$ cat src/hdl/head_pose_symmetry_score_core_defines.svh
// Assertion macros shared by the head pose symmetry score core.
`ifndef HEAD_POSE_SYMMETRY_SCORE_CORE_DEFINES_SVH
`define HEAD_POSE_SYMMETRY_SCORE_CORE_DEFINES_SVH

// Same-cycle implication, sampled on clk and disabled while arst_n is low.
`define HPSS_ASSERT_IMP(name, ante, cons, msg) \
	name: assert property (@(posedge clk) disable iff (!arst_n) (ante) |-> (cons)) \
		else $error(msg);

// Implication with a fixed delay in cycles before the consequent.
`define HPSS_ASSERT_DLY(name, ante, dly, cons, msg) \
	name: assert property (@(posedge clk) disable iff (!arst_n) (ante) |-> ##dly (cons)) \
		else $error(msg);

`endif

$ cat src/hdl/hpss_udiv.sv
// Pipelined restoring divider that retires one quotient bit per stage.
module hpss_udiv #(
	parameter int QW = 16,
	parameter int DW = 33,
	parameter int SW = 2
) (
	input  logic          clk,
	input  logic          arst_n,
	input  logic          in_valid,
	input  logic [DW-1:0] in_rem,
	input  logic [QW-1:0] in_num,
	input  logic [DW-1:0] in_den,
	input  logic [SW-1:0] in_side,
	output logic          out_valid,
	output logic [QW-1:0] out_quo,
	output logic [DW-1:0] out_rem,
	output logic [SW-1:0] out_side
);
	logic          vld_s  [QW];
	logic [DW-1:0] rem_s  [QW];
	logic [QW-1:0] num_s  [QW];
	logic [QW-1:0] quo_s  [QW];
	logic [DW-1:0] den_s  [QW];
	logic [SW-1:0] side_s [QW];

	logic [DW-1:0] rem_n [QW];
	logic [QW-1:0] num_n [QW];
	logic [QW-1:0] quo_n [QW];

	always_comb begin
		logic [DW-1:0] prem;
		logic [QW-1:0] pnum;
		logic [QW-1:0] pquo;
		logic [DW-1:0] pden;
		logic [DW:0]   trial;
		logic [DW:0]   diff;
		logic          ge;
		for (int k = 0; k < QW; k++) begin
			if (k == 0) begin
				prem = in_rem;
				pnum = in_num;
				pquo = '0;
				pden = in_den;
			end else begin
				prem = rem_s[k-1];
				pnum = num_s[k-1];
				pquo = quo_s[k-1];
				pden = den_s[k-1];
			end
			trial = {prem, pnum[QW-1]};
			diff = trial - {1'b0, pden};
			ge = ~diff[DW];
			rem_n[k] = ge ? diff[DW-1:0] : trial[DW-1:0];
			num_n[k] = {pnum[QW-2:0], 1'b0};
			quo_n[k] = {pquo[QW-2:0], ge};
		end
	end

	always_ff @(posedge clk or negedge arst_n) begin
		if (!arst_n) begin
			for (int k = 0; k < QW; k++) begin
				vld_s[k] <= 1'b0;
			end
		end else begin
			for (int k = 0; k < QW; k++) begin
				if (k == 0) begin
					vld_s[k] <= in_valid;
				end else begin
					vld_s[k] <= vld_s[k-1];
				end
			end
		end
	end

	always_ff @(posedge clk) begin
		for (int k = 0; k < QW; k++) begin
			rem_s[k] <= rem_n[k];
			num_s[k] <= num_n[k];
			quo_s[k] <= quo_n[k];
			if (k == 0) begin
				den_s[k] <= in_den;
				side_s[k] <= in_side;
			end else begin
				den_s[k] <= den_s[k-1];
				side_s[k] <= side_s[k-1];
			end
		end
	end

	assign out_valid = vld_s[QW-1];
	assign out_quo = quo_s[QW-1];
	assign out_rem = rem_s[QW-1];
	assign out_side = side_s[QW-1];
endmodule

$ cat config.mk
export PLATFORM = sky130hd
export DESIGN_NAME = hpss_udiv
export DESIGN_NICKNAME = d
export VERILOG_FILES = /design/src/hdl/head_pose_symmetry_score_core_defines.svh /design/src/hdl/hpss_udiv.sv
export SDC_FILE = /design/constraint.sdc
export NUM_CORES = 2
export LEC_CHECK = 0
export CORE_MARGIN = 8
export CORE_UTILIZATION = 45
export CTS_CLUSTER_DIAMETER = 40
export CTS_CLUSTER_SIZE = 12
export DETAILED_ROUTE_END_ITERATION = 10
export DONT_BUFFER_PORTS = 1
export PLACE_DENSITY = 0.63
export SYNTH_ARGS = -nofsm -noshare
export SYNTH_HDL_FRONTEND = slang
export SYNTH_SLANG_ARGS = --single-unit
export TNS_END_PERCENT = 100
$ cat constraint.sdc
create_clock -name clk -period 4.1 [get_ports clk]
set_clock_uncertainty 0.2 [all_clocks]
set_input_delay 0.82 -clock clk [delete_from_list [all_inputs] [get_ports clk]]
set_output_delay 0.82 -clock clk [all_outputs]
set_load 0.01 [all_outputs]
==> results_dict.tcl <==
set metrics [dict create \
    drt_iter0_markers 1797 \
    maxCapViolCount 0 \
    rrSetupSlack_ns 0.17 \
    die_w_um 385 \
    grt_pass1_wl_um 205000 \
    post_cts_buffers 0 \
    powerDensity_nw_per_um2 962 \
    fin_crit_ns 3.93 \
    core_um2 135000 \
    postPlaceCellArea_um2 63900 \
    die_h_um 385 \
    ir_drop_uv 618 \
    outcome "complete, no violations" \
    crit_path_max_fanout 34 \
    first_global_vias 44931 \
    worst-path-buf-inv 2 \
    final_nets 7139 \
    yosysSeqAreaShare_pct 43.5 \
    drt_first_pass_iters 6 \
    critPathMostFrequentCell "o31a_1" \
    cp.arrival_ns 4.40 \
    hold_viol 0 \
    htreeDepth 4 \
    finalCritPeriodShare_pct 95.9 \
    antenna_found_initial 2 \
    yosysWarnings 0 \
    path_delay_family "compound AO/OA/AOI/OAI gates" \
    drive_gt1_share_pct 8.66 \
    synth_edf_count 0 \
    routed_wl_um 122000 \
    slew_viol_final 0 \
    worst_pin_slew_ns 0.830 \
    area_delta_synth_final_pct 17.5 \
    clockRootBuffer "clkbuf_16" \
    clock_sinks 1327 \
    place_congestion 0.895 \
    path_class "flip-flop to flip-flop" \
    initial_core_util_pct 45.2 \
    avgSynthCellArea_um2 9.78 \
    yosysUniqueCellTypes 96 \
    io_pins 139 \
    reg2reg_from "den_s[4][1]" \
    crit_path_start_kind "flip-flop" \
    rr_worst_depth 13 \
    hold_start "in_den[1]" \
    cts.clk_slew.worst_paths_ns 0.06 \
    worst_setup_path_end_kind "flip-flop" \
    route.detailed.drc 0 \
    p_leak_nw 33.6 \
    hold_class "input port to flip-flop" \
    critPathMaxStageDelay_ns 0.40 \
    die-area_um2 148000 \
    cts_buffer_depth 3 \
    ant_nets 0 \
    cts_tree "built" \
    insertion_delay_ns 0.80 \
    placementRows 135 \
    cts_buffers 202 \
    cp_slowest_cell "a221o_1" \
    relSlewSlack_pct 43.2 \
    n_fill_cell 11875 \
    hold_path_depth 2 \
    port_buffers 0 \
    ys_seq_elements 1327 \
    final_area_um2 71900 \
    fin_util_pct 53.2 \
    netlist_instances 6260 \
    rsz0062_at_grt "no" \
    vias_per_cell 5.12 \
    holdPathEnd "rem_s[0][1]" \
    required_ns 4.57 \
    synth_nets 6891 \
    wire_per_inst_um 14.4 \
    timing.fmax_mhz 254 \
    dr_total_vias 43346 \
    setup_tns_ns 0 \
    path_cells "inv_1 -> ha_1 -> nor2b_1 -> o31a_1 -> a211oi_2 -> o31a_1 -> o31ai_1 -> a221o_1 -> a2111oi_0 -> nor2_1 -> xor2_4 -> buf_12 -> mux2_1" \
    grt_overflow 0 \
    track_usage_pct 16.3 \
    grt_max_degree 44 \
    setup_viol 0 \
    synthArstFlopShare_pct 1.21 \
    synth_ff_type "dfxtp_1" \
    r2r_end "rem_s[0][168]" \
    netlist_area_um2 61200 \
    dp_hpwl_um 93100 \
    whs_ns 0.105 \
]
==> layer usage <==
metal | up-vias | part of all wire, % | GRT usage (%)
met4 | 0 | 5.7 | 9.59
met5 | - | 0 | 0
li1 | 22338 | - | -
met1 | 19829 | 40 | 16.7
met3 | 404 | 3.7 | 3.10
met2 | 775 | 50 | 30.5
==> flip-flops by register name, summed over array words and instances (netlist names) <==
register / flops
rem_s: 528
den_s: 495
quo_s: 136
num_s: 120
side_s: 32
vld_s: 15
out_valid: 1
==> layout make-up <==
type                    instances  area, µm²  area share [%]
clock inverters               136       1690            2.34
flip-flops and latches       1327      26600            37.0
repair buffers                198       1910            2.66
diodes                          6       15.0          0.0209
multi-input cells            4121      31500            43.8
clock buffers                 244       5490            7.63
inverters                     658       2470            3.43
well taps                    1781       2230            3.10
==> cell usage after synthesis (21+ instances only) <==
cell | instances | area [µm²]
a211oi_1 | 44 | 330
xor2_1 | 172 | 1510
a21o_1 | 294 | 2210
a31oi_1 | 56 | 350
buf_2 | 23 | 115
mux2i_1 | 40 | 400
dfxtp_1 | 1311 | 26200
nor2_1 | 276 | 1040
mux2_1 | 356 | 4010
inv_1 | 654 | 2450
nand2_1 | 346 | 1300
and3_1 | 62 | 388
nor2b_1 | 69 | 432
o21ai_1 | 97 | 485
clkbuf_1 | 79 | 297
xnor2_1 | 267 | 2340
o31ai_1 | 44 | 330
mux2_2 | 35 | 394
ha_1 | 528 | 6610
a2111oi_0 | 22 | 193
and2_1 | 26 | 163
o211ai_1 | 21 | 158
a21oi_1 | 407 | 2040
o21bai_1 | 64 | 480
buf_4 | 44 | 330
nand2b_1 | 69 | 432
nand3_1 | 103 | 515
o21a_1 | 79 | 593
nand4_1 | 35 | 219
o21ai_0 | 236 | 1180
nor3_1 | 65 | 325
==> cells in the final DEF (no fill, tap or decap), types with 103 or more instances in the layout <==
cell type  instances
a21o_1           294
a21oi_1          407
clkbuf_16        205
dfxtp_1         1311
ha_1             528
inv_1            654
mux2_1           356
nand2_1          346
nand3_1          103
nor2_1           276
o21ai_0          236
xnor2_1          262
xor2_1           168
==> what timing repair did <==
| action | in CTS | in global routing |
|---|---|---|
| hold buffers | 85 | 0 |
| hold endpoints to repair | 100 | 0 |
| gates resized for setup | 0 | 6 |
| setup endpoints to repair | 0 | 68 |
==> where the power goes <==
part / total [mW] / switching, mW / internal, mW / leakage (nW)
Clock: 17.5 / 6.30 / 11.2 / 3.45
Combinational: 32.5 / 16.8 / 15.8 / 18.9
Sequential: 19.2 / 2.01 / 17.1 / 11.2
Total: 69.2 / 25.1 / 44.1 / 33.6
==> logic make-up after synthesis <==
family          share of synthesized area [%]
buf+inv                                  5.33
mux                                      7.85
xor+xnor                                 6.41
flops                                    43.5
compound gates                           16.5
fa+ha+maj                                11.3
simple gates                             9.05
==> stage by stage <==
step	setup slack (ns)	cells	total power, mW
floorplan	0.418	6260	44.4
global placement	0.137	8000	51.1
detailed placement	0.0358	8000	51.6
CTS	0.0306	8465	69.8
global route	0.00644	8471	74.5
finish	0.167	8471	69.2
==> worst reg2reg max path, stage by stage, from the launching register on <==
cell and delay (ns):
dfxtp_1 0.37, inv_1 0.06, ha_1 0.27, nor2b_1 0.14, o31a_1 0.29, a211oi_2 0.33
o31a_1 0.25, o31ai_1 0.14, a221o_1 0.40, a2111oi_0 0.40, nor2_1 0.17, xor2_4 0.19
buf_12 0.22, mux2_1 0.39
==> how the worst max path moves through the flow <==
stage	start	end	slack, ns	cells after the start
2_1_floorplan	in_den[12]	rem_s[0][32]	0.42	13
5_1_grt	den_s[6][16]	rem_s[0][245]	0.006	13
6_report	den_s[4][1]	rem_s[0][168]	0.17	13
4_1_cts	den_s[2][1]	rem_s[0][113]	0.03	15
3_5_place_dp	den_s[2][1]	rem_s[0][113]	0.04	15
3_3_place_gp	in_num[15]	rem_s[0][30]	0.14	14
Note: power is estimated with default switching activity, not from simulation.
