File: config.mk
export PLATFORM = sky130hd
export DESIGN_NAME = hpss_geom
export DESIGN_NICKNAME = d
export VERILOG_FILES = /design/src/hdl/head_pose_symmetry_score_core_defines.svh /design/src/hdl/hpss_pkg.sv /design/src/hdl/hpss_geom.sv
export SDC_FILE = /design/constraint.sdc
export NUM_CORES = 2
export LEC_CHECK = 0
export BUFFER_PORTS_ARGS = -buffer_cell sky130_fd_sc_hd__buf_2
export CAP_MARGIN = 30
export CORE_ASPECT_RATIO = 0.6
export CORE_MARGIN = 4
export CORE_UTILIZATION = 55
export CTS_BUF_LIST = sky130_fd_sc_hd__clkbuf_4
export CTS_CLUSTER_SIZE = 8
export DETAILED_ROUTE_END_ITERATION = 8
export HOLD_SLACK_MARGIN = 0.1
export PLACE_DENSITY = 0.69
export SYNTH_ARGS = -nofsm -noshare
export SYNTH_HDL_FRONTEND = slang
export SYNTH_SLANG_ARGS = --single-unit
export TNS_END_PERCENT = 1
File: constraint.sdc
create_clock -name clk -period 7.77 [get_ports clk]
set_input_delay 0.3885 -clock clk [delete_from_list [all_inputs] [get_ports clk]]
set_output_delay 0.3885 -clock clk [all_outputs]
set_load 0.02 [all_outputs]
File: src/hdl/head_pose_symmetry_score_core_defines.svh
// Assertion macros shared by the head pose symmetry score core.
`ifndef HEAD_POSE_SYMMETRY_SCORE_CORE_DEFINES_SVH
`define HEAD_POSE_SYMMETRY_SCORE_CORE_DEFINES_SVH

// Same-cycle implication, sampled on clk and disabled while arst_n is low.
`define HPSS_ASSERT_IMP(name, ante, cons, msg) \
	name: assert property (@(posedge clk) disable iff (!arst_n) (ante) |-> (cons)) \
		else $error(msg);

// Implication with a fixed delay in cycles before the consequent.
`define HPSS_ASSERT_DLY(name, ante, dly, cons, msg) \
	name: assert property (@(posedge clk) disable iff (!arst_n) (ante) |-> ##dly (cons)) \
		else $error(msg);

`endif

File: src/hdl/hpss_pkg.sv
// Shared types and constants of the head pose symmetry score core.
package hpss_pkg;
	localparam int FIELD_W = 16;
	localparam int RATIO_W = 16;
	localparam int SCORE_W = 16;
	localparam int KNEE_W = 16;
	localparam int RATIO_FRAC_SHIFT = 11;
	localparam int SAT_SHIFT = RATIO_W - RATIO_FRAC_SHIFT;
	localparam int PROD_W = 32;
	localparam int QUO2_W = 17;
	localparam int TERM_W = QUO2_W + 2;
	localparam int ADDR_W = 4;
	localparam int DATA_W = 32;
	localparam int LATENCY = 4 + RATIO_W + 2 + QUO2_W + 2;

	localparam logic signed [SCORE_W-1:0] SCORE_MAX = 16'sh7FFF;
	localparam logic signed [SCORE_W-1:0] SCORE_MIN = 16'sh8000;

	typedef enum logic [1:0] {
		REG_KNEE_RATIO    = 2'd0,
		REG_KNEE_SCORE    = 2'd1,
		REG_FRONTAL_SCORE = 2'd2
	} reg_idx_t;

	typedef struct packed {
		logic [KNEE_W-1:0]         knee_ratio;
		logic signed [SCORE_W-1:0] knee_score;
		logic signed [SCORE_W-1:0] frontal_score;
	} cfg_t;

	localparam cfg_t CFG_RST = '{
		knee_ratio:    16'd819,
		knee_score:    16'sd2867,
		frontal_score: 16'sd4096
	};

	typedef struct packed {
		logic sat;
		logic degen;
	} ratio_side_t;

	typedef struct packed {
		logic [RATIO_W-1:0] ratio;
		logic               degen;
		logic               neg;
		logic               big;
	} score_side_t;
endpackage

File: src/hdl/hpss_geom.sv
// Landmark geometry stages: bisector numerator magnitude and squared eye distance.
module hpss_geom #(
	parameter int CW = 16
) (
	input  logic                         clk,
	input  logic                         arst_n,
	input  logic                         in_valid,
	input  logic [hpss_pkg::FIELD_W-1:0] nose_x,
	input  logic [hpss_pkg::FIELD_W-1:0] nose_y,
	input  logic [hpss_pkg::FIELD_W-1:0] left_eye_x,
	input  logic [hpss_pkg::FIELD_W-1:0] left_eye_y,
	input  logic [hpss_pkg::FIELD_W-1:0] right_eye_x,
	input  logic [hpss_pkg::FIELD_W-1:0] right_eye_y,
	output logic                         out_valid,
	output logic [2*CW:0]                rem_init,
	output logic [hpss_pkg::RATIO_W-1:0] num_low,
	output logic [2*CW:0]                den,
	output hpss_pkg::ratio_side_t        side
);
	import hpss_pkg::*;

	localparam int MW = 2 * CW + 2;
	localparam int DW = 2 * CW + 1;
	localparam int NW = 2 * CW + 3;
	localparam int HI_W = MW - SAT_SHIFT;

	logic [CW-1:0] x0, y0, x1, y1, x2, y2;
	logic signed [CW:0] a_c, b_c;
	logic signed [CW+1:0] u_c, v_c;

	logic vld_s1, vld_s2, vld_s3, vld_s4;
	logic signed [CW:0] a_s1, b_s1;
	logic signed [CW+1:0] u_s1, v_s1;
	logic signed [2*CW+1:0] aa_c, bb_c;
	logic signed [NW-1:0] au_s2, bv_s2;
	logic [2*CW-1:0] aa_s2, bb_s2;
	logic signed [NW-1:0] n2_s3;
	logic [DW-1:0] d_s3;
	logic signed [NW-1:0] n2neg_c;
	logic [MW-1:0] mag_s4;
	logic [DW-1:0] den_s4;
	logic degen_s4;

	assign x0 = nose_x[CW-1:0];
	assign y0 = nose_y[CW-1:0];
	assign x1 = left_eye_x[CW-1:0];
	assign y1 = left_eye_y[CW-1:0];
	assign x2 = right_eye_x[CW-1:0];
	assign y2 = right_eye_y[CW-1:0];

	assign a_c = $signed({1'b0, x1}) - $signed({1'b0, x2});
	assign b_c = $signed({1'b0, y1}) - $signed({1'b0, y2});
	assign u_c = $signed({1'b0, x0, 1'b0}) - $signed({2'b00, x1}) - $signed({2'b00, x2});
	assign v_c = $signed({1'b0, y0, 1'b0}) - $signed({2'b00, y1}) - $signed({2'b00, y2});

	assign aa_c = a_s1 * a_s1;
	assign bb_c = b_s1 * b_s1;
	assign n2neg_c = -n2_s3;

	always_ff @(posedge clk or negedge arst_n) begin
		if (!arst_n) begin
			vld_s1 <= 1'b0;
			vld_s2 <= 1'b0;
			vld_s3 <= 1'b0;
			vld_s4 <= 1'b0;
		end else begin
			vld_s1 <= in_valid;
			vld_s2 <= vld_s1;
			vld_s3 <= vld_s2;
			vld_s4 <= vld_s3;
		end
	end

	always_ff @(posedge clk) begin
		a_s1 <= a_c;
		b_s1 <= b_c;
		u_s1 <= u_c;
		v_s1 <= v_c;

		au_s2 <= a_s1 * u_s1;
		bv_s2 <= b_s1 * v_s1;
		aa_s2 <= aa_c[2*CW-1:0];
		bb_s2 <= bb_c[2*CW-1:0];

		n2_s3 <= au_s2 + bv_s2;
		d_s3 <= {1'b0, aa_s2} + {1'b0, bb_s2};

		mag_s4 <= n2_s3[NW-1] ? n2neg_c[MW-1:0] : n2_s3[MW-1:0];
		den_s4 <= d_s3;
		degen_s4 <= (d_s3 == '0);
	end

	// The ratio saturates exactly when the magnitude reaches 32 times the divisor.
	assign out_valid = vld_s4;
	assign rem_init = {{(DW - HI_W){1'b0}}, mag_s4[MW-1:SAT_SHIFT]};
	assign num_low = {mag_s4[SAT_SHIFT-1:0], {RATIO_FRAC_SHIFT{1'b0}}};
	assign den = den_s4;

	always_comb begin
		side.sat = (rem_init >= den_s4);
		side.degen = degen_s4;
	end
endmodule

==> metrics <==
most frequent cell after synthesis inv_1; io pins 184; slowest stage delay, CP 0.89 ns; Cells after Synth 5994; largest net degree at the start of global routing 35; type of origin of the critical path register; RSZ-0062 raised after global routing false; Vias/cell 5.24; Final nets 8119; critical path arrival 7.96 ns; drt drc 0; Die Ht 257 microns; TritonRoute pass-1 iters 6; Root Buffer clkbuf_4; Slowest-stage cell, CP dfxtp_1; core area 101000 sq um; Compound-Gate Fraction of Synth Area 0.0708; via count 40669; main combinational cell family by area after synthesis adder cells; outcome finished, final reports clean; XOR/XNOR Fraction of Synth Area 0.0474; sequential cell area 6870 sq um; Congestion Overflow GR 0; Cell Area, Synth 56700 sq um; number of placed instances, taps included 7445; most frequent cells after synthesis inv_1 (1457), fa_1 (1167), ha_1 (533); final setup margin 0.625 ns; CTS-repair resized insts 0; crit-path cells buf_4 -> and2_1 -> ha_1 -> inv_1 -> fa_1 -> inv_1 -> fa_1 -> fa_1 -> fa_1 -> inv_1 -> fa_1 -> inv_1 -> ha_1 -> and3_1 -> and2_1 -> a221o_1 -> o21a_1 -> o41ai_1 -> o21ai_0 -> or4_1 -> nand4_1; Syn Area/Cell 9.47 sq um; Hold Crit Class in -> reg; multi-input logic area 43700 sq um; Die Wd 423 microns; clock-pin slew on the worst setup and hold paths 0.09 ns; share of the yosys chip area belonging to registers 0.121; mux cell area share after synthesis 0.000750; #FFs+latches synth 342; total wire length 141000 microns; Initial Util 0.559; final setup violation count 0; drt initial violations 2947; Post-Place Setup Slack 0.798 ns; crit share post-route 0.920; Highest Clock Rate 140 MHz; share of the synthesized area in the top cell type 0.412; # Post-CTS Setup Buffers 0; Worst-Skew Late Latency 0.94 ns; initial antenna violation count 6; Placement Rows 90; Crit Path Class reg -> reg; dpl hpwl 117000 microns; Adder-Cell Fraction of Synth Area 0.529; Final GP Congestion 0.952; MaxCap Viol Count 0; # fillers 8482; layout cell share with drive strength beyond 1 0.0638; Slew Limit Fails 0; cell taking the most area after synthesis fa_1; Max-Slew Margin vs Limit 0.309; WL/cell 18.2 microns; Port Buffers 168; global-route usage over all layers 0.270; crit-path most repeated cell fa_1; most common flop cell mapped by yosys dfxtp_1; clock buffer depth 3; Final Critical Period 7.14 ns; top post-synthesis cells by area fa_1 (41%), dfxtp_1 (12%), ha_1 (12%); simple-gate share of the synthesized area 0.121; worst-margin pin slew 1.04 ns; Clock Sinks 342; Area Overhead vs Synth 9.38%; number of CTS-inserted buffers 84; EDFF count, synth 0; final cell count without fillers 7766; crit path max fanout 12; post-route ant nets 0; vias in the first global route 43436; H-tree depth 3; TNS Setup 0 ns; CP Capture Type register; TritonCTS clock tree done; total die area 109000 sq um; post-synth cell types 74; Fin. Hold Viols 0; Synth Warn # 0; clock skew 0.0788 ns; global-route wire length before repair 232000 microns; FFs w/ async S/R, synth 0.0117; Worst Path Required 8.59 ns
==> cells by family after synthesis <==
logic type                 after synthesis
buffers and inverters                 1649
xor gates and xnor gates               307
other                                    1
adders and majority gates             1700
muxes                                    4
AOI/OAI and AO/OA                      611
and+or+nand+nor                       1380
DFF                                    342
==> final timing paths <==
kind | startpoint | end | slack [ns] | cells after the start
worst max register to register | a_s1[15] | au_s2[32] | 0.63 | 21
max in group asynchronous | arst_n | vld_s1 | 7.20 | 3
worst min register to register | d_s3[16] | den[16] | 0.35 | 0
worst min-delay path | right_eye_y[8] | v_s1[8] | 0.22 | 5
min in group asynchronous | arst_n | vld_s3 | 0.41 | 3
worst max-delay path | a_s1[15] | au_s2[32] | 0.63 | 21
==> critical path: cells and delay by family, from the launching register on <==
kind,cells,cell delay (ns)
fa+ha+maj,7,2.90
flops,1,0.89
compound gates,4,1.56
buf+inv,5,0.54
simple gates,5,1.13
==> stage by stage <==
stage / utilization / instance area (sq um) / hold WS (ns)
4_1_cts: 0.611 / 62000 / 0.103
5_1_grt: 0.612 / 62100 / 0.193
6_report: 0.612 / 62100 / 0.225
3_3_place_gp: 0.584 / 59200 / 0.194
3_5_place_dp: 0.584 / 59200 / 0.196
2_1_floorplan: - / 56800 / 0.0929
==> cells in the final DEF (no fill, tap or decap), types with 43 or more instances in the layout <==
cell type	netlist	layout
a21oi_1	194	194
xor2_1	64	64
xnor2_1	243	243
dlygate4sd3_1	0	167
and2_1	416	416
dfxtp_1	338	337
buf_4	16	76
a21o_1	81	81
inv_1	1457	1457
nor2_1	200	200
fa_1	1167	1167
ha_1	533	533
clkbuf_4	0	118
buf_2	0	168
nand2_1	507	507
o21ai_0	93	93
nand3_1	43	43
==> area by class of cell <==
type,count,share of cell area
Multi-Input combinational cell,4017,0.704
Sequential cell,342,0.111
Inverter,1460,0.0883
Timing Repair Buffer,415,0.0508
Tap cell,1380,0.0278
Clock buffer,118,0.0143
Clock inverter,30,0.00421
Antenna cell,4,0.000161
==> per-layer routing <==
metal  wire (microns)  GRT usage  vias up
met1            63400      0.395    20285
met5               17          0        -
met2            59300      0.391     1473
met3            15400     0.0845      153
li1                 -          -    18754
met4             2920     0.0628        4
==> registers in the layout (all words and copies together), names as in the netlist <==
register   cells
n2_s3         35
d_s3          33
out_valid      1
a_s1          17
bb_s2         31
b_s1          17
mag_s4        34
u_s1          18
vld_s1         1
den           33
vld_s2         1
bv_s2         35
au_s2         35
degen_s4       1
aa_s2         31
v_s1          18
vld_s3         1
==> repair_timing <==
action,CTS,global route
endpoints found under the hold margin,72,0
hold buffers,167,0
endpoints found under the setup margin,0,0
Power is left out: the tool's default activity adds up to more than one toggle a clock period on the data nets, which glitch-free logic cannot reach.
