===== src/hdl/head_pose_symmetry_score_core_defines.svh =====
// Assertion macros shared by the head pose symmetry score core.
`ifndef HEAD_POSE_SYMMETRY_SCORE_CORE_DEFINES_SVH
`define HEAD_POSE_SYMMETRY_SCORE_CORE_DEFINES_SVH

// Same-cycle implication, sampled on clk and disabled while arst_n is low.
`define HPSS_ASSERT_IMP(name, ante, cons, msg) \
	name: assert property (@(posedge clk) disable iff (!arst_n) (ante) |-> (cons)) \
		else $error(msg);

// Implication with a fixed delay in cycles before the consequent.
`define HPSS_ASSERT_DLY(name, ante, dly, cons, msg) \
	name: assert property (@(posedge clk) disable iff (!arst_n) (ante) |-> ##dly (cons)) \
		else $error(msg);

`endif


===== src/hdl/hpss_pkg.sv =====
// Shared types and constants of the head pose symmetry score core.
package hpss_pkg;
	localparam int FIELD_W = 16;
	localparam int RATIO_W = 16;
	localparam int SCORE_W = 16;
	localparam int KNEE_W = 16;
	localparam int RATIO_FRAC_SHIFT = 11;
	localparam int SAT_SHIFT = RATIO_W - RATIO_FRAC_SHIFT;
	localparam int PROD_W = 32;
	localparam int QUO2_W = 17;
	localparam int TERM_W = QUO2_W + 2;
	localparam int ADDR_W = 4;
	localparam int DATA_W = 32;
	localparam int LATENCY = 4 + RATIO_W + 2 + QUO2_W + 2;

	localparam logic signed [SCORE_W-1:0] SCORE_MAX = 16'sh7FFF;
	localparam logic signed [SCORE_W-1:0] SCORE_MIN = 16'sh8000;

	typedef enum logic [1:0] {
		REG_KNEE_RATIO    = 2'd0,
		REG_KNEE_SCORE    = 2'd1,
		REG_FRONTAL_SCORE = 2'd2
	} reg_idx_t;

	typedef struct packed {
		logic [KNEE_W-1:0]         knee_ratio;
		logic signed [SCORE_W-1:0] knee_score;
		logic signed [SCORE_W-1:0] frontal_score;
	} cfg_t;

	localparam cfg_t CFG_RST = '{
		knee_ratio:    16'd819,
		knee_score:    16'sd2867,
		frontal_score: 16'sd4096
	};

	typedef struct packed {
		logic sat;
		logic degen;
	} ratio_side_t;

	typedef struct packed {
		logic [RATIO_W-1:0] ratio;
		logic               degen;
		logic               neg;
		logic               big;
	} score_side_t;
endpackage


===== src/hdl/hpss_sat.sv =====
// Floor rounding, offset by the frontal score, saturation and result registers.
module hpss_sat (
	input  logic                                clk,
	input  logic                                arst_n,
	input  logic                                in_valid,
	input  logic [hpss_pkg::QUO2_W-1:0]         in_quo,
	input  logic [hpss_pkg::KNEE_W-1:0]         in_rem,
	input  hpss_pkg::score_side_t               in_side,
	input  hpss_pkg::cfg_t                      cfg,
	output logic                                out_valid,
	output logic [hpss_pkg::RATIO_W-1:0]        offset_ratio,
	output logic signed [hpss_pkg::SCORE_W-1:0] pose_score,
	output logic                                degenerate
);
	import hpss_pkg::*;

	logic [QUO2_W:0] tm_c;
	logic signed [TERM_W-1:0] t_c;
	logic signed [TERM_W-1:0] sum_c;
	logic [TERM_W-SCORE_W:0] hi_c;
	logic signed [SCORE_W-1:0] score_c;

	logic vld_s1, vld_s2;
	logic signed [TERM_W-1:0] t_s1;
	logic big_s1, neg_s1, degen_s1;
	logic [RATIO_W-1:0] ratio_s1;
	logic [RATIO_W-1:0] ratio_s2;
	logic signed [SCORE_W-1:0] score_s2;
	logic degen_s2;

	// A negative product with a nonzero remainder rounds one step further down.
	assign tm_c = {1'b0, in_quo} + {{QUO2_W{1'b0}}, (in_side.neg && (in_rem != '0))};
	assign t_c = in_side.neg ? -$signed({1'b0, tm_c}) : $signed({1'b0, tm_c});

	assign sum_c = $signed({{(TERM_W - SCORE_W){cfg.frontal_score[SCORE_W-1]}},
		cfg.frontal_score}) + t_s1;
	assign hi_c = sum_c[TERM_W-1:SCORE_W-1];

	always_comb begin
		if (cfg.knee_ratio == '0) begin
			score_c = cfg.frontal_score;
		end else if (big_s1) begin
			score_c = neg_s1 ? SCORE_MIN : SCORE_MAX;
		end else if ((hi_c == '0) || (hi_c == '1)) begin
			score_c = sum_c[SCORE_W-1:0];
		end else begin
			score_c = sum_c[TERM_W-1] ? SCORE_MIN : SCORE_MAX;
		end
	end

	always_ff @(posedge clk or negedge arst_n) begin
		if (!arst_n) begin
			vld_s1 <= 1'b0;
			vld_s2 <= 1'b0;
		end else begin
			vld_s1 <= in_valid;
			vld_s2 <= vld_s1;
		end
	end

	always_ff @(posedge clk) begin
		t_s1 <= t_c;
		big_s1 <= in_side.big;
		neg_s1 <= in_side.neg;
		degen_s1 <= in_side.degen;
		ratio_s1 <= in_side.ratio;

		score_s2 <= score_c;
		ratio_s2 <= ratio_s1;
		degen_s2 <= degen_s1;
	end

	assign out_valid = vld_s2;
	assign offset_ratio = ratio_s2;
	assign pose_score = score_s2;
	assign degenerate = degen_s2;
endmodule


===== config.mk =====
export PLATFORM = sky130hd
export DESIGN_NAME = hpss_sat
export DESIGN_NICKNAME = d
export VERILOG_FILES = /design/src/hdl/head_pose_symmetry_score_core_defines.svh /design/src/hdl/hpss_pkg.sv /design/src/hdl/hpss_sat.sv
export SDC_FILE = /design/constraint.sdc
export NUM_CORES = 1
export LEC_CHECK = 0
export BUFFER_PORTS_ARGS = -buffer_cell sky130_fd_sc_hd__buf_2
export CAP_MARGIN = 20
export CORE_MARGIN = 5
export CORE_UTILIZATION = 54
export DETAILED_ROUTE_END_ITERATION = 10
export PLACE_DENSITY = 0.86
export REMOVE_ABC_BUFFERS = 1
export SLEW_MARGIN = 15
export SYNTH_ARGS = -nofsm -noshare
export SYNTH_HDL_FRONTEND = slang
export SYNTH_SLANG_ARGS = --single-unit

===== constraint.sdc =====
create_clock -name clk -period 9 [get_ports clk]
set_clock_uncertainty 0.1 [all_clocks]
set_input_delay 1.35 -clock clk [delete_from_list [all_inputs] [get_ports clk]]
set_output_delay 1.35 -clock clk [all_outputs]
set_load 0.02 [all_outputs]

==> results.txt <==
----------------------------------------------------
[Route]
  Routed wire per std cell ... 13.9 µm
  Met1 Wirelength ... 3470 µm
  Met3 wirelength from detailed routing ... ~650 µm
  Final routed wirelength across all metal layers ... about 8600 µm
  Avg Vias per Cell ... roughly 5.4
  Top layer reached by signal wires ... met4
  ANT nets after route ... 0
  Met2 layer wire length in the routed design ... approximately 4200 µm
  Vias ... 3342
  TritonRoute pass-1 iters ... 4
  DRC violation count after routing ... 0
  Detailed router's first-iteration violation count ... between 150 and 200

[Final layout]
  Layout fillers ... roughly 530
  Area Overhead vs Synth ... 21.9%
  Top library cells by usage in the layout, fill and taps aside ... buf_2 (120), dfxtp_1 (71), o21ai_0 (31), xnor2_1 (31), nand2_1 (26)
  Share of final-layout standard cells stronger than drive strength 1 ... 30.2%
  Nets@finish ... 646
  Most common cell after layout, fill and taps aside ... buf_2
  Final std cell area, no fill ... about 0.0046 mm²
  Antenna Diode Count ... 0

[CTS]
  Hold buffer count at CTS ... 0
  Maximum clock path buffer count ... 2
  H-tree level count ... 3
  CTS tree ... done
  Root buffer cell ... clkbuf_8
  Count of buffers added by post-CTS timing repair for setup ... 0
  Count of instances resized after the clock tree is built ... 0
  Number of clock sinks seen by CTS ... 73
  Clock insertion delay at the later pin of the skew report ... 340 ps
  TritonCTS Buffers ... 9
  Clk pin slew, worst setup/hold paths ... ~80 ps

[Synthesis]
  Mux cell area share after synthesis ... less than 1%
  Dominant combinational cell family by area after synthesis ... compound AO/OA/AOI/OAI gates
  Yosys warning total ... 0
  Mean area per synthesized cell ... just over 9 µm²
  Sequential fraction of the synthesis area ... between 30% and 40%
  Post-synthesis share of cell area spent on full adders, half adders and majority gates ... under 10%
  Fraction of synthesized cell area in xor and xnor cells ... 11.7%
  Register bit count reported by yosys ... 73
  Compound-Gate Fraction of Synth Area ... between 20% and 30%
  Number of cells produced by synthesis ... 410
  Post-synth cell types ... between 50 and 60
  Simple-gate share of the synthesized area ... between 10% and 20%
  Async S/R FF share, synth ... ~2.7%
  Total standard cell area after synthesis ... about 0.0038 mm²
  Leading register cell type out of synthesis ... dfxtp_1
  Number of enable flip-flop cells after synthesis ... 0

[Power]
  Power Dens Cells ... between 150 and 200 mW/mm²
  Switching power summed over all nets ... 0.309 mW
  Part of the power in registers ... about two fifths
  Leakage ... around 2.0 nW
  Power share of the clock group ... 25.9%
  Sw frac ... ~34%
  Comb power frac ... between 30% and 40%
  Maximum VDD drop ... 0.0877 mV
  Internal power summed over all cells ... a little under 0.6 mW

[Timing]
  Max-slew violation total from the final report ... 0
  Headroom to the max-slew limit ... between 40% and 50%
  Count of final hold-check violations ... 0
  Total Neg Setup Slack ... 0 ps
  Minimum clock period after layout ... around 4300 ps
  Setup repair after global routing missed its margin ... false
  Slew @ Worst Pin ... 775 ps
  Maximum operating frequency ... 235 MHz
  # setup viols final ... 0
  Portion of the clock cycle consumed by the worst path in the final layout ... roughly 47%

[Hold path]
  WHS Path Cells ... 0
  Path category of the worst min-delay check ... reg2reg

[Run status]
  Status ... finished clean

[Global routing]
  Largest net degree at the start of global routing ... 29
  Total grt overflow ... 0
  Global-route wire length before repair ... 14200 µm
  Via count of the first global-routing pass ... 3272
  All-layer global routing usage ... about a fifth
  Initial antenna violation count ... 0

[Critical path]
  Data required, critical path ... 9180 ps
  Critical Path AT ... roughly 4400 ps
  Depth of the most critical reg-to-reg path ... 12
  Maximum fanout along the worst path ... 21
  Type of element launching the critical path ... input port
  Type of the worst setup path ... in2reg
  Critical path capture point type ... flip-flop

[Run]
  Number of violations of the max-capacitance limit ... 0

[Floorplan]
  Number of rows in the core area ... 30
  Floorplan core area ... roughly 0.0068 mm²
  Die Area ... around 0.0087 mm²
  Chip Height ... between 90 and 100 µm
  Effective utilization at floorplan ... a little under three fifths
  I/O pin cnt ... 137
  Die width ... between 90 and 100 µm

[Placed design]
  Standard cell area after detailed placement ... around 0.0044 mm²
  Final RePlAce weighted congestion ... 0.842
  Detailed Place HPWL ... ~6800 µm
  I/O Buffers ... 120

----------------------------------------------------
-- kinds of logic (layout without fill, tap and decap cells) --
family | Yosys count | count (layout)
AND/OR/NAND/NOR | 119 | 119
AO/OA/AOI/OAI | 114 | 114
flip-flops | 73 | 73
XOR/XNOR | 50 | 50
buffers and inverters | 29 | 145
adder cells (fa/ha/maj) | 22 | 22
multiplexers | 3 | 3
-- critical path: stages --
cell and delay, ps:
buf_2 290, inv_1 200, a41oi_1 200, ha_1 220, ha_1 430, nand4_1 200
nor2_1 310, and3_1 340, and3_1 180, o211ai_1 80, o41ai_1 90, nand2_1 150
o21ai_0 230, xor2_1 150
-- routing by layer --
layer,up-vias,GRT usage [%]
met5,-,0
met4,0,10.5
met3,23,3.62
met2,135,34.8
met1,1470,23.1
li1,1714,-
-- registers in the layout (all words and copies together) (netlist names) --
| name | flops |
|---|---|
| out_valid | 1 |
| pose_score | 16 |
| ratio_s1 | 16 |
| neg_s1 | 1 |
| offset_ratio | 16 |
| t_s1 | 19 |
| degen_s1 | 1 |
| degenerate | 1 |
| vld_s1 | 1 |
| big_s1 | 1 |
-- synth_stat cells (3+ instances only) --
master / n / area (µm²)
o21ai_1: 5 / 25.0
o211ai_1: 9 / 67.6
xor2_1: 19 / 166
nor3_1: 12 / 60.1
clkbuf_1: 16 / 60.1
and3_1: 8 / 50.1
or2_2: 4 / 25.0
o21ai_2: 3 / 26.3
dfxtp_1: 71 / 1420
nor4_1: 8 / 50.1
or3_1: 4 / 25.0
ha_1: 21 / 263
nand2_1: 26 / 97.6
xnor2_1: 31 / 272
a31oi_1: 9 / 56.3
o21ai_0: 31 / 155
o22ai_1: 3 / 18.8
o221ai_1: 6 / 52.6
a21oi_1: 21 / 105
nor2_1: 15 / 56.3
nand3_1: 12 / 60.1
a22oi_1: 3 / 22.5
o22ai_2: 8 / 100
nand2b_1: 16 / 100
inv_1: 8 / 30.0
nand4_1: 8 / 50.1
a21o_1: 5 / 37.5
-- final timing paths --
kind,slack (ps),startpoint,end
min in group asynchronous,680,arst_n,out_valid
min,230,ratio_s1[8],offset_ratio[8]
min reg2reg,230,ratio_s1[8],offset_ratio[8]
max in group asynchronous,8030,arst_n,vld_s1
max,4750,in_side[1],t_s1[16]
max reg2reg,5590,t_s1[0],pose_score[9]
-- metrics by stage --
stage                     hold WS (ps)  power (mW)  util [%]  instances  setup WS, ps
final                              232       0.898      67.4        622          4750
after global routing               241       0.953      67.4        622          4400
after CTS                          233       0.904      67.4        622          4730
after detailed placement           215       0.667      64.7        606          4370
after global placement             210       0.655      64.7        606          4410
after floorplan                    210       0.582         -        389          4970
-- cell type report --
| type | count | area, µm² | share of cell area [%] |
|---|---|---|---|
| Inverter | 8 | 30.0 | 0.656 |
| Timing Repair Buffer | 121 | 608 | 13.3 |
| Multi-Input combinational cell | 308 | 2170 | 47.3 |
| Tap cell | 96 | 120 | 2.62 |
| Sequential cell | 73 | 1470 | 32.1 |
| Clock buffer | 9 | 124 | 2.70 |
| Clock inverter | 7 | 60.1 | 1.31 |
-- power by group through the flow --
| stage | Combinational, mW | Clock, mW | Sequential [mW] |
|---|---|---|---|
| 3_5_place_dp | 0.286 | 0 | 0.382 |
| 4_1_cts | 0.290 | 0.240 | 0.375 |
| 5_1_grt | 0.320 | 0.254 | 0.379 |
| 6_report | 0.291 | 0.233 | 0.374 |
| 2_1_floorplan | 0.169 | 0 | 0.414 |
| 3_3_place_gp | 0.275 | 0 | 0.380 |
(Power assumes the default switching activity.)
