### config.mk
export PLATFORM = sky130hd
export DESIGN_NAME = hpss_scale
export DESIGN_NICKNAME = d
export VERILOG_FILES = /design/src/hdl/head_pose_symmetry_score_core_defines.svh /design/src/hdl/hpss_pkg.sv /design/src/hdl/hpss_scale.sv
export SDC_FILE = /design/constraint.sdc
export NUM_CORES = 1
export LEC_CHECK = 0
export ABC_AREA = 1
export BUFFER_PORTS_ARGS = -buffer_cell sky130_fd_sc_hd__clkbuf_2
export CORE_ASPECT_RATIO = 1.25
export CORE_MARGIN = 2
export CORE_UTILIZATION = 41
export DETAILED_ROUTE_END_ITERATION = 16
export MAX_ROUTING_LAYER = met4
export PLACE_DENSITY = 0.66
export SLEW_MARGIN = 40
export SYNTH_ARGS = -nofsm -noshare
export SYNTH_HDL_FRONTEND = slang
export SYNTH_SLANG_ARGS = --single-unit
export TNS_END_PERCENT = 100
### constraint.sdc
create_clock -name clk -period 5.1 [get_ports clk]
set_clock_uncertainty 0.15 [all_clocks]
set_input_delay 0 -clock clk [delete_from_list [all_inputs] [get_ports clk]]
set_output_delay 0 -clock clk [all_outputs]
set_load 0.05 [all_outputs]
### src/hdl/head_pose_symmetry_score_core_defines.svh
// Assertion macros shared by the head pose symmetry score core.
`ifndef HEAD_POSE_SYMMETRY_SCORE_CORE_DEFINES_SVH
`define HEAD_POSE_SYMMETRY_SCORE_CORE_DEFINES_SVH

// Same-cycle implication, sampled on clk and disabled while arst_n is low.
`define HPSS_ASSERT_IMP(name, ante, cons, msg) \
	name: assert property (@(posedge clk) disable iff (!arst_n) (ante) |-> (cons)) \
		else $error(msg);

// Implication with a fixed delay in cycles before the consequent.
`define HPSS_ASSERT_DLY(name, ante, dly, cons, msg) \
	name: assert property (@(posedge clk) disable iff (!arst_n) (ante) |-> ##dly (cons)) \
		else $error(msg);

`endif

### src/hdl/hpss_pkg.sv
// Shared types and constants of the head pose symmetry score core.
package hpss_pkg;
	localparam int FIELD_W = 16;
	localparam int RATIO_W = 16;
	localparam int SCORE_W = 16;
	localparam int KNEE_W = 16;
	localparam int RATIO_FRAC_SHIFT = 11;
	localparam int SAT_SHIFT = RATIO_W - RATIO_FRAC_SHIFT;
	localparam int PROD_W = 32;
	localparam int QUO2_W = 17;
	localparam int TERM_W = QUO2_W + 2;
	localparam int ADDR_W = 4;
	localparam int DATA_W = 32;
	localparam int LATENCY = 4 + RATIO_W + 2 + QUO2_W + 2;

	localparam logic signed [SCORE_W-1:0] SCORE_MAX = 16'sh7FFF;
	localparam logic signed [SCORE_W-1:0] SCORE_MIN = 16'sh8000;

	typedef enum logic [1:0] {
		REG_KNEE_RATIO    = 2'd0,
		REG_KNEE_SCORE    = 2'd1,
		REG_FRONTAL_SCORE = 2'd2
	} reg_idx_t;

	typedef struct packed {
		logic [KNEE_W-1:0]         knee_ratio;
		logic signed [SCORE_W-1:0] knee_score;
		logic signed [SCORE_W-1:0] frontal_score;
	} cfg_t;

	localparam cfg_t CFG_RST = '{
		knee_ratio:    16'd819,
		knee_score:    16'sd2867,
		frontal_score: 16'sd4096
	};

	typedef struct packed {
		logic sat;
		logic degen;
	} ratio_side_t;

	typedef struct packed {
		logic [RATIO_W-1:0] ratio;
		logic               degen;
		logic               neg;
		logic               big;
	} score_side_t;
endpackage

### src/hdl/hpss_scale.sv
// Ratio saturation and signed slope product ahead of the knee division.
module hpss_scale (
	input  logic                         clk,
	input  logic                         arst_n,
	input  logic                         in_valid,
	input  logic [hpss_pkg::RATIO_W-1:0] in_quo,
	input  hpss_pkg::ratio_side_t        in_side,
	input  hpss_pkg::cfg_t               cfg,
	output logic                         out_valid,
	output logic [hpss_pkg::KNEE_W-1:0]  rem_init,
	output logic [hpss_pkg::QUO2_W-1:0]  num_low,
	output logic [hpss_pkg::KNEE_W-1:0]  den,
	output hpss_pkg::score_side_t        side
);
	import hpss_pkg::*;

	localparam int HI_W = PROD_W - QUO2_W;

	logic [RATIO_W-1:0] ratio_c;
	logic signed [SCORE_W:0] diff_c;
	logic signed [PROD_W:0] pneg_c;

	logic vld_s1, vld_s2;
	logic signed [PROD_W:0] prod_s1;
	logic [RATIO_W-1:0] ratio_s1, ratio_s2;
	logic degen_s1, degen_s2;
	logic [PROD_W-1:0] mag_s2;
	logic neg_s2;

	assign ratio_c = in_side.sat ? {RATIO_W{1'b1}} : in_quo;
	assign diff_c = $signed({cfg.knee_score[SCORE_W-1], cfg.knee_score})
		- $signed({cfg.frontal_score[SCORE_W-1], cfg.frontal_score});
	assign pneg_c = -prod_s1;

	always_ff @(posedge clk or negedge arst_n) begin
		if (!arst_n) begin
			vld_s1 <= 1'b0;
			vld_s2 <= 1'b0;
		end else begin
			vld_s1 <= in_valid;
			vld_s2 <= vld_s1;
		end
	end

	always_ff @(posedge clk) begin
		prod_s1 <= diff_c * $signed({1'b0, ratio_c});
		ratio_s1 <= ratio_c;
		degen_s1 <= in_side.degen;

		neg_s2 <= prod_s1[PROD_W];
		mag_s2 <= prod_s1[PROD_W] ? pneg_c[PROD_W-1:0] : prod_s1[PROD_W-1:0];
		ratio_s2 <= ratio_s1;
		degen_s2 <= degen_s1;
	end

	// A quotient of 2^17 or more pushes the score past either limit.
	assign out_valid = vld_s2;
	assign rem_init = {{(KNEE_W - HI_W){1'b0}}, mag_s2[PROD_W-1:QUO2_W]};
	assign num_low = mag_s2[QUO2_W-1:0];
	assign den = cfg.knee_ratio;

	always_comb begin
		side.ratio = ratio_s2;
		side.degen = degen_s2;
		side.neg = neg_s2;
		side.big = (rem_init >= cfg.knee_ratio);
	end
endmodule

==> metrics.md, run 1 <==
| Metric | Value |
|---|---|
| GP Congestion | 0.948 |
| Highest-delay cell along the critical path | fa_2 |
| FF-to-FF path depth | 8 |
| Period utilization | 1.15 |
| Register area share after synthesis | 0.133 |
| All-Layer GR Usage | 0.261 |
| Top Ports | 138 |
| I/O Buffers | 136 |
| Synth top area share | 0.344 |
| Yosys cell types | 42 |
| Fin. Hold Viols | 0 |
| Crit path buf inv count | 10 |
| WP depth | 33 |
| Relative slew slack | 0.614 |
| Core ar. | 37200 um^2 |
| Fin util | 0.584 |
| Longest Clk Path Bufs | 2 |
| Status | finished, violations left |
| Max Freq | 170 MHz |
| First-pass GRT wire length | 77.2 mm |
| Ys Warns | 0 |
| Crit Path Class | in -> reg |
| CTS buffer count | 9 |
| Initial antenna violation count | 0 |
| Dpl ws | -1.49 ns |
| Die area | 39200 um^2 |
| # clock sinks | 102 |
| Slowest stage delay, CP | 0.58 ns |
| Top area cells in the synthesized netlist | fa_1 34%, dfxtp_1 13%, inv_1 11% |
| Cell count after synthesis | 1955 |
| RSZ-0062 raised after global routing | yes |
| FF-to-FF setup slack | 3.01 ns |
| ANT nets after route | 0 |
| Cell mode on critical path | fa_1 |
| DR iter-0 viols | 735 |
| Critical Path End Type | flip-flop |
| Worst EP required | 5.23 ns |
| Share of cells above drive strength 1 | 0.364 |
| Final setup vio count | 23 |
| Post-route DRC | 0 |
| Min-Delay Path Class | in -> reg |
| Failing checks | setup timing |
| CTS tree | yes |
| Largest net degree at the start of global routing | 31 |
| Startpoint types | primary input |
| #FFs+latches synth | 102 |
| Nets | 2857 |
| Capture point of the worst reg-to-reg path | mag_s2[18] |
| Via density per instance | 4.89 |
| Antenna cells | 0 |
| Syn avg cell area | 7.90 um^2 |
| DP HPWL | 39.5 mm |
| Vias | 14100 |
| Worst-Skew Late Latency | 0.38 ns |
| Grt ovf | 0 |
| Clock Pin Slew Worst Setup and Hold Paths | 0.08 ns |
| Cell taking the most area after synthesis | fa_1 |
| Routed Wire Length | 47.8 mm |
| CP max FO | 6 |
| Arrival @ worst endpoint | 6.00 ns |
| Die X | 178 um |
| Worst Setup EP | prod_s1[26] |
| Slew Limit Fails | 0 |
| H-tree Lvls | 3 |
| Reg-to-reg startpoint | prod_s1[1] |
| Post-synth net total | 2409 |
| Wire per inst | 16.5 um |
| Die Ht | 221 um |
| Detailed Routing Iterations Pass 1 | 5 |
| Starting density of the core | 0.415 |
| CP delay by family, top | adder cells |
| Area Overhead vs Synth | 40.6% |
| Min Clock Period, post-route | 5.87 ns |
| Syn Std Cell Area | 15400 um^2 |
| Critical Path Start | cfg[16] |
| Root Buffer | clkbuf_16 |
| # rows | 79 |
| Max-cap violations | 0 |
| Vias in the first global route | 15600 |
| Slew @ Worst Pin | 0.575 ns |
| Post-route setup slack | -0.771 ns |
[layout by cell type, fill, tap and decap left out, types with 38 or more instances in the layout]
cell type / instances
nand2_4: 39
inv_2: 55
nand3_1: 80
ha_4: 40
inv_1: 410
nor2_1: 201
nand2_2: 45
ha_1: 77
nand2_1: 240
fa_1: 237
xor2_1: 52
buf_6: 38
buf_4: 282
clkbuf_2: 135
dfxtp_1: 100
[repair_timing]
action,4_1_cts,5_1_grt
hold endpoints to repair,12,0
cloned,1,0
setup endpoints to repair,24,25
setup buffers,42,24
pin swaps,179,143
hold buffers,12,0
gates resized for setup,271,150
[cell type report]
cell class	count	area (um^2)
Clock inverter	7	91.3
Clock buffer	9	225
Multi-Input combinational cell	1326	13200
Tap cell	486	608
Fill cell	3347	15500
Inverter	480	1850
Sequential cell	102	2050
Timing Repair Buffer	484	3690
[sequential cells by signal (all words and copies together) (netlist names)]
register and flops:
prod_s1 33, mag_s2 32, ratio_s1 16, ratio_s2 16
degen_s1 1, degen_s2 1, neg_s2 1, out_valid 1
vld_s1 1
[how the worst min path moves through the flow]
stage / startpoint / endpoint / slack, ns / cells past startpoint
final: in_quo[0] / prod_s1[0] / 0.04 / 5
after global routing: in_quo[2] / ratio_s1[2] / 0.05 / 5
after CTS: in_quo[2] / ratio_s1[2] / 0.001 / 5
after detailed placement: arst_n / vld_s1 / -0.36 / 1
after global placement: arst_n / vld_s1 / -0.37 / 1
after floorplan: arst_n / out_valid / -0.45 / 0
[tightest hold or removal path, cell delays in order]
cell      delay, ns
clkbuf_2       0.08
nor2_1         0.03
buf_4          0.12
buf_4          0.18
nor2_1         0.10
[cells in the mapped netlist]
cell	instances
nor2_4	6
nor4_1	3
nand4_1	19
inv_1	468
or2_1	5
nand3b_1	3
or2_2	18
o211ai_1	4
nor2_2	2
nand2_2	11
dfrtp_1	2
buf_4	19
clkinv_1	7
and3_1	3
o21ai_0	41
nand3_2	5
xor2_1	58
xnor2_1	14
nand2_1	316
a21oi_1	57
nand2b_1	1
fa_1	265
o22ai_1	3
nand3_1	93
o21ai_2	1
buf_2	7
ha_1	120
conb_1	1
buf_1	3
a21boi_1	1
nand2_4	1
a21o_1	4
xnor2_2	3
o21a_1	2
o21bai_1	3
buf_12	1
clkbuf_1	18
nor2_1	248
nor3_1	13
inv_2	5
dfxtp_1	100
a31oi_1	1
[layer usage]
layer,track usage,wire [um],up-vias,part of all wire
met5,-,0,-,0
met4,0.132,2660,0,0.056
met3,0.0211,1910,134,0.040
met2,0.466,25300,399,0.53
met1,0.289,18000,6931,0.38
li1,-,-,6678,-
[per-stage QoR]
stage / hold WS, ns / cells / area (um^2) / setup TNS, ns
after global routing: 0.0514 / 2894 / 21700 / -20.33
after global placement: -0.366 / 2807 / 19000 / -30.29
after CTS: 0.00137 / 2874 / 20900 / -13.43
after floorplan: -0.446 / 1955 / 15900 / -14.75
final: 0.0374 / 2894 / 21700 / -14.99
after detailed placement: -0.361 / 2807 / 19000 / -31.46
[logic make-up after synthesis]
kind of cell,synth area share
AND/OR/NAND/NOR,0.206
other,0.000243
adder cells (fa/ha/maj),0.441
AO/OA/AOI/OAI,0.0408
flip-flops,0.133
XOR/XNOR,0.0440
buffers and inverters,0.135
Power of run 1 is left out: the tool's default activity adds up to more than one toggle a clock period on the data nets, which glitch-free logic cannot reach.
==> inputs of run 2 (changes only) <==
- REMOVE_ABC_BUFFERS: not set -> 1
==> metrics.md, run 2 (synthesized netlist as in run 1, its figures left out) <==
| Metric | Value |
|---|---|
| Wire per inst | 16.6 um |
| Period utilization | 1.16 |
| RSZ-0062 raised after global routing | yes |
| Worst-Skew Late Latency | 0.40 ns |
| I/O Buffers | 136 |
| Post-route DRC | 0 |
| Crit Path Class | in -> reg |
| Routed Wire Length | 48.1 mm |
| Slew Limit Fails | 0 |
| First-pass GRT wire length | 76.4 mm |
| Slowest stage delay, CP | 0.57 ns |
| Min Clock Period, post-route | 5.93 ns |
| Vias | 14100 |
| Max reg flops | 33 |
| CTS tree | yes |
| Layout Cells excl Fill | 2898 |
| Hold path cells | 5 |
| Longest Clk Path Bufs | 2 |
| Max-cap violations | 0 |
| CTS buffer count | 9 |
| Startpoint types | primary input |
| Via density per instance | 4.87 |
| Hold Slack | 0.0681 ns |
| Relative slew slack | 0.609 |
| Post-Place Cells | 2810 |
| DR iter-0 viols | 836 |
| Fillers | 3339 |
| Initial antenna violation count | 0 |
| Antenna cells | 0 |
| Die X | 178 um |
| Fin. Hold Viols | 0 |
| CP max FO | 4 |
| ANT nets after route | 0 |
| Critical Path End Type | flip-flop |
| Worst EP required | 5.24 ns |
| Most frequent cells in the layout | 413 x inv_1, 280 x buf_4, 242 x fa_1 |
| Share of cells above drive strength 1 | 0.367 |
| Cell mode on critical path | fa_1 |
| Largest registers | prod_s1: 33 flops, mag_s2: 32 flops |
| Vias in the first global route | 15300 |
| Status | finished, violations left |
| Highest-delay cell along the critical path | fa_1 |
| Grt ovf | 0 |
| Final setup vio count | 23 |
| Root Buffer | clkbuf_16 |
| Clock Pin Slew Worst Setup and Hold Paths | 0.09 ns |
| Area Overhead vs Synth | 40.8% |
| Largest net degree at the start of global routing | 31 |
| # rows | 79 |
| Die Ht | 221 um |
| Largest Register | prod_s1 |
| Most common cell after layout, fill and taps aside | inv_1 |
| Die area | 39200 um^2 |
| Arrival @ worst endpoint | 6.07 ns |
| Core ar. | 37200 um^2 |
| H-tree Lvls | 3 |
| Min-Delay Path Class | in -> reg |
| Failing checks | setup timing |
| Detailed Routing Iterations Pass 1 | 5 |
| GP Congestion | 0.987 |
| Starting density of the core | 0.415 |
| Slew @ Worst Pin | 0.584 ns |
| All-Layer GR Usage | 0.259 |
| Top Ports | 138 |
| # clock sinks | 102 |
| FF-to-FF path depth | 8 |
| DP HPWL | 39.0 mm |
| Nets | 2861 |
| Max Freq | 169 MHz |
| Post-route setup slack | -0.828 ns |
| Fin util | 0.585 |
-- run 2: cell types whose count changed in the layout (fill, tap and decap cells not counted), moves of 5 or more --
cell and change:
buf_12 -5, buf_6 +15, fa_1 +5, fa_2 -5
nand3_2 +7, nor2_1 -6, nor2_2 +8
-- run 2: layer usage --
| layer | track usage | routed length (um) |
|---|---|---|
| met3 | 0.0431 | 2430 |
| met5 | - | 0 |
| met2 | 0.463 | 25300 |
| met1 | 0.281 | 18100 |
| met4 | 0.104 | 2160 |
-- run 2: timing repair --
action / CTS / global route
buffers inserted: 32 / 36
endpoints found under the setup margin: 25 / 25
pin swaps: 150 / 209
hold buffers: 9 / 0
endpoints found under the hold margin: 10 / 0
gates resized for setup: 277 / 263
-- run 2: metrics by stage --
stage          cell area (um^2)  worst slack (ns)  setup TNS (ns)
2_1_floorplan             15200             -1.29          -22.42
3_3_place_gp              18600             -1.55          -34.23
3_5_place_dp              18600             -1.61          -35.55
4_1_cts                   20500            -0.804          -15.80
5_1_grt                   21700             -1.04          -19.98
6_report                  21700            -0.828          -15.46
-- run 2: path summary, 6_finish.rpt --
path,startpoint,slack [ns],to
setup / recovery,cfg[2],-0.83,prod_s1[28]
max in group asynchronous,arst_n,4.34,out_valid
hold reg to reg,ratio_s1[10],0.17,ratio_s2[10]
min in group asynchronous,arst_n,0.33,vld_s1
hold / removal,in_quo[14],0.07,ratio_s1[14]
setup reg to reg,prod_s1[1],2.97,mag_s2[18]
-- run 2: cell type report --
cell class,instances,area (um^2),area share
Tap cell,486,608,0.0280
Sequential cell,102,2050,0.0944
Clock buffer,9,225,0.0104
Inverter,480,1830,0.0843
Timing Repair Buffer,489,3720,0.171
Clock inverter,7,96.3,0.00443
Multi-Input combinational cell,1325,13200,0.607
-- run 2: worst max-delay path, delay by kind of cell --
kind                       cells  cell delay [ns]
and+or+nand+nor                8             0.68
adders and majority gates      8             3.66
xor gates and xnor gates       1             0.10
AOI/OAI and AO/OA              4             0.76
buffers and inverters          9             0.84
Power of run 2 is left out for the same reason.
